--- config.mk ---
export PLATFORM = sky130hd
export DESIGN_NAME = rational_arithmetic_unit_flat
export DESIGN_NICKNAME = d
export VERILOG_FILES = /design/src/design/rau_pkg.sv /design/src/design/rau_if.sv /design/src/design/rau_divu.sv /design/src/design/rational_arithmetic_unit.sv /design/src/flat_wrapper.sv
export VERILOG_INCLUDE_DIRS = /design/src /design/src/design
export SDC_FILE = /design/constraint.sdc
export NUM_CORES = 2
export LEC_CHECK = 0
export ABC_AREA = 1
export BUFFER_PORTS_ARGS = -buffer_cell sky130_fd_sc_hd__buf_2
export CAP_MARGIN = 10
export CORE_MARGIN = 5
export CORE_UTILIZATION = 55
export CTS_CLUSTER_SIZE = 14
export DETAILED_ROUTE_END_ITERATION = 10
export HOLD_SLACK_MARGIN = 0.03
export PLACE_DENSITY_LB_ADDON = 0.25
export SYNTH_ARGS = -nofsm -noshare
export SYNTH_HDL_FRONTEND = slang
export SYNTH_SLANG_ARGS = --single-unit
--- constraint.sdc ---
create_clock -name i_clk -period 8.6 [get_ports i_clk]
set_input_delay 0.86 -clock i_clk [delete_from_list [all_inputs] [get_ports i_clk]]
set_output_delay 0.86 -clock i_clk [all_outputs]
set_load 0.005 [all_outputs]
--- src/design/rational_arithmetic_unit_assert.svh ---
// Assertion macros shared by the rational arithmetic unit
`ifndef RATIONAL_ARITHMETIC_UNIT_ASSERT_SVH
`define RATIONAL_ARITHMETIC_UNIT_ASSERT_SVH
// Implication checked on every clock, off during reset
`define RAU_ASSERT_IMP(lbl, clk, rst_n, ante, cons) \
    lbl: assert property (@(posedge clk) disable iff (!rst_n) (ante) |-> (cons)) \
        else $error("rau assertion failed");
// Next-cycle implication
`define RAU_ASSERT_NEXT(lbl, clk, rst_n, ante, cons) \
    lbl: assert property (@(posedge clk) disable iff (!rst_n) (ante) |=> (cons)) \
        else $error("rau assertion failed");
`endif

--- src/design/rau_pkg.sv ---
// ----------------------------------------------------------------------------
// rau_pkg: shared types and constants of the rational arithmetic unit
// Operation codes and the default word width.
// ----------------------------------------------------------------------------
package rau_pkg;
    localparam int WORD_BITS_DEF = 32;
    localparam int FIELD_BITS    = 32;
    localparam int ACT_BITS      = 3;

    typedef enum logic [ACT_BITS-1:0] {
        ACT_NORM = 3'd0,
        ACT_ADD  = 3'd1,
        ACT_SUB  = 3'd2,
        ACT_MUL  = 3'd3,
        ACT_DIV  = 3'd4,
        ACT_LESS = 3'd5,
        ACT_NEG  = 3'd6,
        ACT_NONE = 3'd7
    } t_action;

    typedef struct packed {
        logic [ACT_BITS-1:0]   action;
        logic [FIELD_BITS-1:0] a_num;
        logic [FIELD_BITS-1:0] a_den;
        logic [FIELD_BITS-1:0] b_num;
        logic [FIELD_BITS-1:0] b_den;
    } t_in_word;

    typedef struct packed {
        logic [FIELD_BITS-1:0] res_num;
        logic [FIELD_BITS-1:0] res_den;
        logic                  is_less;
    } t_out_word;
endpackage

--- src/design/rau_if.sv ---
// ----------------------------------------------------------------------------
// rau_in_if / rau_out_if: valid-ready channels of the unit
// Each carries one word per handshake.
// ----------------------------------------------------------------------------
interface rau_in_if;
    logic              valid;
    logic              ready;
    rau_pkg::t_in_word payload;
    modport source (output valid, output payload, input ready);
    modport sink   (input valid, input payload, output ready);
endinterface

interface rau_out_if;
    logic               valid;
    logic               ready;
    rau_pkg::t_out_word payload;
    modport source (output valid, output payload, input ready);
    modport sink   (input valid, input payload, output ready);
endinterface

--- src/design/rau_divu.sv ---
// ----------------------------------------------------------------------------
// rau_divu: shared restoring divider
// Unsigned quotient and remainder, one quotient bit per cycle.
// ----------------------------------------------------------------------------
module rau_divu #(
    parameter int W = rau_pkg::WORD_BITS_DEF
) (
    input  logic         i_clk,
    input  logic         i_rst_n,
    input  logic         i_start,
    input  logic [W-1:0] i_dividend,
    input  logic [W-1:0] i_divisor,
    output logic         o_done,
    output logic [W-1:0] o_quot,
    output logic [W-1:0] o_rem
);
    localparam int CW = $clog2(W + 1);

    logic [W-1:0]  r_quot, r_rem, r_dvs;
    logic [CW-1:0] r_cnt;
    logic          r_busy, r_done;
    logic [W:0]    w_trial;
    logic [W:0]    w_diff;

    // shift in next dividend bit and try the subtract
    assign w_trial = {r_rem, r_quot[W-1]};
    assign w_diff  = w_trial - {1'b0, r_dvs};

    always_ff @(posedge i_clk) begin
        if (!i_rst_n) begin
            r_busy <= 1'b0;
            r_done <= 1'b0;
            r_cnt  <= '0;
        end else begin
            r_done <= 1'b0;
            if (i_start) begin
                r_busy <= 1'b1;
                r_quot <= i_dividend;
                r_rem  <= '0;
                r_dvs  <= i_divisor;
                r_cnt  <= CW'(W);
            end else if (r_busy) begin
                if (w_diff[W]) begin
                    r_rem  <= w_trial[W-1:0];
                    r_quot <= {r_quot[W-2:0], 1'b0};
                end else begin
                    r_rem  <= w_diff[W-1:0];
                    r_quot <= {r_quot[W-2:0], 1'b1};
                end
                r_cnt <= r_cnt - 1'b1;
                if (r_cnt == CW'(1)) begin
                    r_busy <= 1'b0;
                    r_done <= 1'b1;
                end
            end
        end
    end

    assign o_done = r_done;
    assign o_quot = r_quot;
    assign o_rem  = r_rem;
endmodule

--- src/design/rational_arithmetic_unit.sv ---
// ----------------------------------------------------------------------------
// rational_arithmetic_unit: fraction arithmetic with GCD reduction
// Sequencer around one shared multiplier and one shared divider.
// ----------------------------------------------------------------------------
// Usage:
//   Input channel i_in carries an action code and two fractions A and B.
//   Output channel o_out carries one reduced fraction and a less-than flag
//   per input word. Normalize, add, subtract, multiply, divide, negate,
//   and less-than are supported; all arithmetic wraps to WORD_BITS bits.
//   The unit takes one word at a time and is not ready while it works.
//   Each reduction runs Euclid's GCD on the shared divider, one division
//   per modulo step, then two quotient divisions; a zero numerator or
//   denominator skips the divider. A word reduces A, B and, for every
//   action but normalize, less-than and the unused code, the result;
//   operand selection, the products and the output register come on top.
//   The divider loop sets the run time, which grows with the number of
//   Euclid steps, about 45 at worst for 32-bit words. The next word can
//   be taken in the cycle after the result is accepted.
//   After reset the unit is idle and ready. If the receiver stalls, the
//   result stays in the output register and no new word is taken.
// ----------------------------------------------------------------------------
module rational_arithmetic_unit #(
    parameter int WORD_BITS = rau_pkg::WORD_BITS_DEF
) (
    input  logic i_clk,
    input  logic i_rst_n,
    rau_in_if.sink    i_in,
    rau_out_if.source o_out
);
    import rau_pkg::*;

    localparam int W = WORD_BITS;

    typedef enum logic [4:0] {
        S_IDLE, S_NSETUP, S_GSTART, S_GWAIT, S_Q1START, S_Q1WAIT,
        S_Q2START, S_Q2WAIT, S_NDONE, S_OP, S_M1, S_M2, S_M3, S_M4,
        S_COMB, S_OUT
    } t_state;

    typedef enum logic [1:0] {PH_A, PH_B, PH_R} t_phase;

    t_state        r_state;
    t_phase        r_phase;
    t_action       r_act;
    logic [W-1:0]  r_an, r_ad, r_bn, r_bd;
    logic [W-1:0]  r_nn, r_nd;       // fraction being reduced
    logic [W-1:0]  r_gx, r_gy;       // Euclid pair
    logic [W-1:0]  r_qn;
    logic [W-1:0]  r_p1, r_p2, r_p3;
    logic [W-1:0]  r_res_n, r_res_d;
    logic          r_less;
    logic          r_out_valid;

    // shared units
    logic          w_dstart;
    logic [W-1:0]  w_dvd, w_dvs, w_quot, w_rem;
    logic          w_ddone;
    logic [W-1:0]  r_ma, r_mb;
    logic [W-1:0]  w_prod;

    rau_divu #(.W(W)) u_div (
        .i_clk(i_clk), .i_rst_n(i_rst_n), .i_start(w_dstart),
        .i_dividend(w_dvd), .i_divisor(w_dvs), .o_done(w_ddone),
        .o_quot(w_quot), .o_rem(w_rem)
    );

    // one wrapped multiplier, operands registered
    logic [2*W-1:0] w_full;
    assign w_full = r_ma * r_mb;
    assign w_prod = w_full[W-1:0];

    function automatic logic [W-1:0] mag(input logic [W-1:0] v);
        return v[W-1] ? (~v + 1'b1) : v;
    endfunction

    function automatic logic [W-1:0] ext(input logic [FIELD_BITS-1:0] v);
        logic [W+FIELD_BITS-1:0] t;
        t = {{W{v[FIELD_BITS-1]}}, v};
        return t[W-1:0];
    endfunction

    function automatic logic [FIELD_BITS-1:0] trunc(input logic [W-1:0] v);
        logic [W+FIELD_BITS-1:0] t;
        t = {{FIELD_BITS{v[W-1]}}, v};
        return t[FIELD_BITS-1:0];
    endfunction

    // divider operand select
    always_comb begin
        w_dstart = 1'b0;
        w_dvd    = r_gy;
        w_dvs    = r_gx;
        unique case (r_state)
            S_GSTART:  w_dstart = 1'b1;
            S_Q1START: begin
                w_dstart = 1'b1;
                w_dvd    = mag(r_nn);
                w_dvs    = r_gy;
            end
            S_Q2START: begin
                w_dstart = 1'b1;
                w_dvd    = mag(r_nd);
                w_dvs    = r_gy;
            end
            default: ;
        endcase
    end

    assign i_in.ready    = (r_state == S_IDLE) && !r_out_valid;
    assign o_out.valid   = r_out_valid;
    assign o_out.payload = '{res_num: trunc(r_res_n), res_den: trunc(r_res_d),
                             is_less: r_less};

    logic [W-1:0] w_sign;
    assign w_sign = {1'b1, {(W-1){1'b0}}};

    // sequencer
    always_ff @(posedge i_clk) begin
        if (!i_rst_n) begin
            r_state     <= S_IDLE;
            r_out_valid <= 1'b0;
            r_phase     <= PH_A;
            r_act       <= ACT_NORM;
        end else begin
            if (o_out.valid && o_out.ready) r_out_valid <= 1'b0;
            unique case (r_state)
                S_IDLE: if (i_in.valid && i_in.ready) begin
                    r_act   <= t_action'(i_in.payload.action);
                    r_an    <= ext(i_in.payload.a_num);
                    r_ad    <= ext(i_in.payload.a_den);
                    r_bn    <= ext(i_in.payload.b_num);
                    r_bd    <= ext(i_in.payload.b_den);
                    r_nn    <= ext(i_in.payload.a_num);
                    r_nd    <= ext(i_in.payload.a_den);
                    r_phase <= PH_A;
                    r_state <= S_NSETUP;
                end
                // special cases, else seed Euclid
                S_NSETUP: begin
                    if (r_nd == '0) begin
                        r_nd    <= W'(1);
                        r_state <= S_NDONE;
                    end else if (r_nn == '0) begin
                        r_state <= S_NDONE;
                    end else begin
                        r_gx    <= mag(r_nn);
                        r_gy    <= mag(r_nd);
                        r_state <= S_GSTART;
                    end
                end
                S_GSTART: r_state <= S_GWAIT;
                S_GWAIT: if (w_ddone) begin
                    r_gy <= r_gx;
                    r_gx <= w_rem;
                    r_state <= (w_rem == '0) ? S_Q1START : S_GSTART;
                end
                S_Q1START: r_state <= S_Q1WAIT;
                S_Q1WAIT: if (w_ddone) begin
                    r_qn    <= w_quot;
                    r_state <= S_Q2START;
                end
                S_Q2START: r_state <= S_Q2WAIT;
                S_Q2WAIT: if (w_ddone) begin
                    // signs: n flips its sign if d is negative, d is made positive
                    r_nn <= (r_nn[W-1] ^ r_nd[W-1]) ? (~r_qn + 1'b1) : r_qn;
                    r_nd <= w_quot;
                    r_state <= S_NDONE;
                end
                S_NDONE: begin
                    unique case (r_phase)
                        PH_A: begin
                            r_an    <= r_nn;
                            r_ad    <= r_nd;
                            r_nn    <= r_bn;
                            r_nd    <= r_bd;
                            r_phase <= PH_B;
                            r_state <= S_NSETUP;
                        end
                        PH_B: begin
                            r_bn    <= r_nn;
                            r_bd    <= r_nd;
                            r_state <= S_OP;
                        end
                        default: begin
                            r_res_n     <= r_nn;
                            r_res_d     <= r_nd;
                            r_less      <= 1'b0;
                            r_state     <= S_OUT;
                        end
                    endcase
                end
                // shortcut actions, else pick operands for first product
                S_OP: begin
                    r_phase <= PH_R;
                    unique case (r_act)
                        ACT_NORM: begin
                            r_res_n <= r_an;
                            r_res_d <= r_ad;
                            r_less  <= 1'b0;
                            r_state <= S_OUT;
                        end
                        ACT_NEG: begin
                            r_nn    <= ~r_an + 1'b1;
                            r_nd    <= r_ad;
                            r_state <= S_NSETUP;
                        end
                        ACT_ADD, ACT_SUB: begin
                            if (r_ad == r_bd) begin
                                r_nn <= (r_act == ACT_ADD) ? r_an + r_bn : r_an - r_bn;
                                r_nd <= r_bd;
                                r_state <= S_NSETUP;
                            end else begin
                                r_ma <= r_an; r_mb <= r_bd; r_state <= S_M1;
                            end
                        end
                        ACT_MUL: begin
                            r_ma <= r_an; r_mb <= r_bn; r_state <= S_M1;
                        end
                        ACT_DIV, ACT_LESS: begin
                            r_ma <= r_an; r_mb <= r_bd; r_state <= S_M1;
                        end
                        default: begin
                            r_res_n <= '0;
                            r_res_d <= W'(1);
                            r_less  <= 1'b0;
                            r_state <= S_OUT;
                        end
                    endcase
                end
                S_M1: begin
                    r_p1 <= w_prod;
                    unique case (r_act)
                        ACT_ADD, ACT_SUB, ACT_DIV, ACT_LESS: begin
                            r_ma <= r_ad; r_mb <= r_bn;
                        end
                        default: begin
                            r_ma <= r_ad; r_mb <= r_bd;
                        end
                    endcase
                    r_state <= S_M2;
                end
                S_M2: begin
                    r_p2    <= w_prod;
                    r_ma    <= r_ad;
                    r_mb    <= r_bd;
                    r_state <= S_M3;
                end
                S_M3: begin
                    r_p3    <= w_prod;
                    r_state <= S_COMB;
                end
                // combine products, or compare them for less-than
                S_COMB: begin
                    unique case (r_act)
                        ACT_ADD: begin
                            r_nn    <= r_p1 + r_p2;
                            r_nd    <= r_p3;
                            r_state <= S_NSETUP;
                        end
                        ACT_SUB: begin
                            r_nn    <= r_p1 - r_p2;
                            r_nd    <= r_p3;
                            r_state <= S_NSETUP;
                        end
                        ACT_MUL, ACT_DIV: begin
                            r_nn    <= r_p1;
                            r_nd    <= r_p2;
                            r_state <= S_NSETUP;
                        end
                        default: begin
                            r_res_n <= '0;
                            r_res_d <= W'(1);
                            r_less  <= (r_p1 ^ w_sign) < (r_p2 ^ w_sign);
                            r_state <= S_OUT;
                        end
                    endcase
                end
                S_M4: r_state <= S_COMB;
                S_OUT: begin
                    r_out_valid <= 1'b1;
                    r_state     <= S_IDLE;
                end
                default: r_state <= S_IDLE;
            endcase
        end
    end

    `include "rational_arithmetic_unit_assert.svh"

    `RAU_ASSERT_IMP(a_busy_not_ready, i_clk, i_rst_n, r_state != S_IDLE, !i_in.ready)
    `RAU_ASSERT_NEXT(a_out_from_out, i_clk, i_rst_n, r_state == S_OUT, r_out_valid)
    `RAU_ASSERT_IMP(a_res_den_nz, i_clk, i_rst_n, r_out_valid && r_act != ACT_NORM,
        r_res_d != '0 || r_act == ACT_NEG || r_act == ACT_ADD || r_act == ACT_SUB
        || r_act == ACT_MUL || r_act == ACT_DIV)
endmodule

--- src/flat_wrapper.sv ---
// flat-port wrapper written by rule: the top's interface ports become plain ports
module rational_arithmetic_unit_flat import rau_pkg::*;
#(
    parameter int WORD_BITS = rau_pkg::WORD_BITS_DEF
)
  (i_clk, i_rst_n, i_in_valid, i_in_payload, i_in_ready, o_out_valid, o_out_payload, o_out_ready);
  rau_in_if i_in_i ();
  rau_out_if o_out_i ();
  input  logic i_clk;
  input  logic i_rst_n;
  input wire logic [$bits(i_in_i.valid)-1:0] i_in_valid;
  input wire logic [$bits(i_in_i.payload)-1:0] i_in_payload;
  output wire logic [$bits(i_in_i.ready)-1:0] i_in_ready;
  output wire logic [$bits(o_out_i.valid)-1:0] o_out_valid;
  output wire logic [$bits(o_out_i.payload)-1:0] o_out_payload;
  input wire logic [$bits(o_out_i.ready)-1:0] o_out_ready;
  assign i_in_i.valid = i_in_valid;
  assign i_in_i.payload = i_in_payload;
  assign i_in_ready = i_in_i.ready;
  assign o_out_valid = o_out_i.valid;
  assign o_out_payload = o_out_i.payload;
  assign o_out_i.ready = o_out_ready;
  rational_arithmetic_unit #(.WORD_BITS(WORD_BITS)) u_core (.i_clk(i_clk), .i_rst_n(i_rst_n), .i_in(i_in_i), .o_out(o_out_i));
endmodule
# Word level (Yosys, flattened, before mapping)
# Index checks and enable logic that the tools add are counted.
dict set report word_totals {
  reg_bits 628
  out_inout_bits 67
  input_bits 135
  elab_cells 230
}
dict set report op_classes {
  n_addsub 10
  eq_ne 43
  mul 1
  magnitude_cmp 1
  bitwise_logic 9
  mux 87
  reduce_logical 51
}
# op n
set ops {}
lappend ops {{32-bit two-way mux} 37}
lappend ops {{32-bit case mux with 2 select lines} 14}
lappend ops {{32-bit case mux with 3 select lines} 5}
lappend ops {{32-bit case mux with 6 select lines} 1}
lappend ops {{32-bit case mux with 5 select lines} 1}
lappend ops {{32-bit by 1-bit adder with 32-bit output, second input constant} 4}
lappend ops {{32-bit NOT} 4}
lappend ops {{32-bit logical NOT} 3}
lappend ops {{5-bit case mux with 14 select lines} 1}
lappend ops {{32-bit adder} 2}
lappend ops {{32-bit subtractor} 2}
lappend ops {{5-bit by 4-bit == test with 1-bit output, second input constant} 8}
lappend ops {{33-bit by 32-bit subtractor with 33-bit output} 1}
lappend ops {{32-bit == test} 1}
lappend ops {{32-bit less-than comparator} 1}
lappend ops {{32-bit by 32-bit multiplier with 32-bit output} 1}
lappend ops {{5-bit two-way mux} 5}
lappend ops {{5-bit by 3-bit == test with 1-bit output, second input constant} 4}
lappend ops {{4-bit AND reduction} 5}
lappend ops {{2-bit inequality test, second input constant} 9}
lappend ops {{2-bit OR reduction} 8}
lappend ops {{5-bit case mux with 3 select lines} 1}
lappend ops {{4-bit two-way mux} 3}
lappend ops {{6-bit two-way mux} 2}
lappend ops {{38 further kinds} 79}

# Logic depth before layout (Yosys ltp)
dict set report logic_depth {
  depth_word 6
  mapped_depth 32
}

# Hierarchy
# A second synthesis with hierarchy kept.
dict set report hier_totals {
  hier_cells 7490
  hier_area_um2 57859.2
}
# mod cells_per_inst area_each_um2 n_inst seq_area_each_um2
set modules_own_cells {}
lappend modules_own_cells {rational_arithmetic_unit 6514 50845.0 1 15605.0}
lappend modules_own_cells {rau_divu 976 7014.2 1 3042.9}

# Worst setup path after synthesis
# OpenSTA, ideal clock, no wires.
dict set report synth_timing {
  path_type {register -> register}
  from {register u_core.r_state[0]}
  to {register u_core.r_less, enable pin}
  setup_time_ns 0.649
  t_arrival_ns 7.367
  path_buffers 1
  path_slack_ns 0.585
  required_time_ns 7.951
  path_stages_with_launch 8
  synth_period_minus_slack_ns 8.015
  path_cell_list {dfxtp_1 > nor2_1 > inv_1 > nor2_1 > inv_1 > clkbuf_1 > nor2_1 > nor4_1}
}
dict set report synth_between {
  elab_chain_cells 3
  elab_cells_between_ends 8
  classes_between {eq/ne (6); reduce/logical (2)}
}
# item line
set synth_rtl {}
lappend synth_rtl {{start, declared} rational_arithmetic_unit.sv:42} ;# t_state r_state;
lappend synth_rtl {{start signal, assigned} rational_arithmetic_unit.sv:155} ;# r_state <= (w_rem == '0) ? S_Q1START : S_GSTART;
lappend synth_rtl {{5-bit by 4-bit == test with 1-bit output} rational_arithmetic_unit.sv:126} ;# unique case (r_state)
lappend synth_rtl {{2-bit inequality test (no line) or 3-bit nonzero test (tied branches)} --}
lappend synth_rtl {{5-bit AND reduction (no line) *} --}
lappend synth_rtl {{end signal, assigned} rational_arithmetic_unit.sv:273} ;# r_less <= (r_p1 ^ w_sign) < (r_p2 ^ w_sign);
lappend synth_rtl {{end, declared} rational_arithmetic_unit.sv:51} ;# logic r_less;
# Mark *: on every way between the ends. The rest lies on a longest branch, timed or not.
# A chain may end at the register's enable or synchronous reset.

# Worst setup path after layout
dict set report layout_timing {
  from {register u_core.r_ma[8]}
  to {register u_core.r_p2[30], data pin}
}
dict set report layout_between {
  elab_chain_cells 1
}
# item line
set layout_rtl {}
lappend layout_rtl {{start, declared} rational_arithmetic_unit.sv:58} ;# logic [W-1:0] r_ma, r_mb;
lappend layout_rtl {{start signal, assigned} rational_arithmetic_unit.sv:234} ;# r_ma <= r_ad; r_mb <= r_bn;
lappend layout_rtl {{start signal, assigned} rational_arithmetic_unit.sv:237} ;# r_ma <= r_ad; r_mb <= r_bd;
lappend layout_rtl {{start signal, assigned} rational_arithmetic_unit.sv:244} ;# r_ma <= r_ad;
lappend layout_rtl {{32-bit by 32-bit multiplier with 32-bit output} rational_arithmetic_unit.sv:69} ;# assign w_full = r_ma * r_mb;
lappend layout_rtl {{net u_core.w_full[30]} rational_arithmetic_unit.sv:68} ;# logic [2*W-1:0] w_full;
lappend layout_rtl {{end signal, assigned} rational_arithmetic_unit.sv:243} ;# r_p2 <= w_prod;
lappend layout_rtl {{end, declared} rational_arithmetic_unit.sv:49} ;# logic [W-1:0] r_p1, r_p2, r_p3;
# The timed path passes the listed nets, and every way through them passes these cells.

==> metrics.txt <==
status=complete, no violations; post-detailed-placement half-perimeter wirelength=176,000 um; core box area=100,000 um2; largest area contributor in the synthesized netlist=edfxtp_1; number of enable-type register cells in the synthesized netlist=609; biggest area contributors in the synthesized netlist=edfxtp_1, fa_1, nand2_1; number of instances in the synthesized netlist=6,987; cts-stage hold buffer count=0; RSZ-0062 raised after global routing=false; setup TNS=0 ns; post-CTS setup-driven buffer insertion count=0; warning count from the yosys run=0; GRT Overall Usage=40.6%; number of clock sinks=627; buffer type at the clock tree root=clkbuf_16; critical path required time=9.00 ns; final worst hold slack=0.471 ns; total number of placement rows=116; Pins Over Slew Limit=0; final hold violation count=0; number of clock buffers inserted by TritonCTS=73; layout cells sized above 1=7.07%; number of levels the H-tree was split into=3; post-synthesis average cell area=7.98 um2; Mapped Area=55,700 um2; count of unique library cells instantiated by Yosys=63; footprint of the multi-input gates=31,300 um2; slew of the pin with the lowest slew margin=1.37 ns; average wire length per cell after detail routing=26.2 um; CP Max Fanout=19; top_reg_cell synth=edfxtp_1; clock tree from TritonCTS=yes; wire length of the first global-routing pass=321,000 um; Worst-path clk slew=0.06 ns; overall power after layout=0.0124 W; die width=328 um; final net count=7,872; vias per cell=5.98; vias in the first global route=47,700; leakage power=29.3 nW; area share of the largest cell type after synthesis=32.8%; Setup Crit Path Kind=flip-flop to flip-flop; vias after detailed routing=50,800; critical path endpoint category=flip-flop; critical path arrival=8.20 ns; CTS-repair resized insts=0; Async S/R FF share, synth=0%; Setup Skew=0.0401 ns; area taken by flip-flops and latches=18,600 um2; full die area=108,000 um2; initial standard-cell utilization of the core=55.6%; fillers=9,075; iteration-0 DRC count of the detailed router=7,857; flip-flop and latch count after synthesis=627; most frequent cells in the layout=nand2_1, inv_1, edfxtp_1, nor2_1, fa_1; worst-case headroom to the max-slew limit=8.08%; number of ports placed on the die boundary=202; portion of the post-synthesis area used by sequential elements=33.5%; net count after synthesis=7,789; largest vdd supply drop=0.212 mV; Clock Tree Buf Depth=3; Antenna Violating Nets Remaining=0; sum of routed wire length over all layers=223,000 um; Port Buffer Count=201; residual DRC count=0; most common cell after layout, fill and taps aside=nand2_1; HP Class=primary input to flip-flop; global route total overflow=0; number of maximum-capacitance violations=0; power per standard cell area=204 nW/um2; achievable frequency=0.128 GHz; final setup vio count=0; critical path startpoint category=flip-flop; drt first pass iters=6; overall die height=328 um; worst-skew pair later-pin latency=0.67 ns; layout-stage area growth over the synthesis result=8.77%; final period demand of the worst path=7.80 ns; Placer Congestion=1.02; maximum number of pins on one net before global-route repair=76; antenna violations before repair=11; Period Utilization, post-route=90.7%
[through the flow]
stage                     utilization, %  instance area, um2  cells  worst slack (ns)
after floorplan                        -               55700   6987             0.585
after global placement              57.9               58100   8352              1.10
after detailed placement            57.9               58100   8352              1.13
after CTS                           60.4               60600   8484              1.08
after global routing                60.4               60600   8484             0.595
final                               60.4               60600   8486             0.800
[synthesized netlist by cell type (7+ instances only)]
cell       number
nand3_1       227
ha_1          256
a21o_1         16
a22oi_1        25
xnor2_1        48
buf_2          40
nor3_2          7
nand2_1      1887
nand4_1        82
o31ai_1         8
a32oi_1        34
inv_1        1276
a31oi_1        38
o21ai_0       342
nand2_2         9
o2111ai_1      10
dfxtp_1        18
nor2_2         15
o21a_1         11
edfxtp_1      609
clkbuf_1      201
inv_2          18
o21bai_1       19
nand3b_1        8
buf_1          25
or2_2          11
o22ai_1        64
xor2_1        197
fa_1          411
nor3_1         74
o21ai_1        21
nor2_1        491
o211ai_1       25
a211oi_1        9
nor4_1         36
a21oi_1       364
[state kept, by name (all words and copies together), names as in the netlist, 32 cells and up]
signal / cells
u_core.r_ad: 32
u_core.r_an: 32
u_core.r_bd: 32
u_core.r_bn: 32
u_core.r_gx: 32
u_core.r_gy: 32
u_core.r_ma: 32
u_core.r_mb: 32
u_core.r_nd: 32
u_core.r_nn: 32
u_core.r_p1: 32
u_core.r_p2: 32
u_core.r_p3: 32
u_core.r_qn: 32
u_core.r_res_d: 32
u_core.r_res_n: 32
u_core.u_div.o_quot: 32
u_core.u_div.o_rem: 32
u_core.u_div.r_dvs: 32
[layer usage]
layer  share of wire, %  up-vias  global-route usage [%]
met5              0.039        -                       0
met4                5.3       12                    17.4
met2                 40     3472                    55.3
met1                 40    24400                    59.3
met3                 15      414                    13.2
li1                   -    22500                       -
[logic make-up (layout without fill, tap and decap cells)]
logic type | after synthesis | in the layout | synth area share [%]
AND/OR/NAND/NOR | 2868 | 2868 | 21.1
buffers and inverters | 1567 | 1707 | 10.7
AO/OA/AOI/OAI | 1009 | 1009 | 10.3
adder cells (fa/ha/maj) | 667 | 667 | 20.5
flip-flops | 627 | 627 | 33.5
XOR/XNOR | 246 | 246 | 3.88
multiplexers | 3 | 3 | 0.0606
other | 0 | 2 | 0
[critical path: stages, from the launching register on]
cell       delay (ns)
edfxtp_1         1.12
buf_4            0.30
nand2_1          0.06
inv_1            0.09
fa_1             0.43
fa_1             0.51
inv_1            0.05
fa_1             0.45
fa_1             0.51
fa_1             0.56
inv_1            0.07
fa_1             0.45
fa_1             0.67
fa_1             0.48
ha_1             0.41
nand2_1          0.14
nor2_1           0.25
nand2_1          0.12
nor4_1           0.18
nand2_1          0.08
o2111ai_1        0.15
xor2_1           0.45
[report_power, final]
group | internal (W) | switching [W] | total [W]
combinational | 0.00121 | 0.00323 | 0.00444
clock | 0.00195 | 0.00141 | 0.00336
sequential | 0.00400 | 0.000546 | 0.00455
[path summary, 6_finish.rpt]
kind                              start                    end  slack, ns  cells after the start
hold / removal         i_in_payload[61]        u_core.r_bn[29]       0.47                      3
hold reg to reg   u_core.u_div.r_cnt[1]  u_core.u_div.r_cnt[1]       0.48                      2
setup reg to reg         u_core.r_ma[8]        u_core.r_p2[30]       0.80                     21
setup / recovery         u_core.r_ma[8]        u_core.r_p2[30]       0.80                     21
[area by class of cell]
cell class                 count  share of cell area [%]
antenna                        2                 0.00826
clock buffer                  83                    3.09
clock inverter                49                    1.07
inverter                    1295                    8.02
multi-input combinational   4793                    51.6
sequential                   627                    30.8
tap                         1357                    2.80
timing repair buffer         280                    2.64
Note: power is estimated with default switching activity, not from simulation.
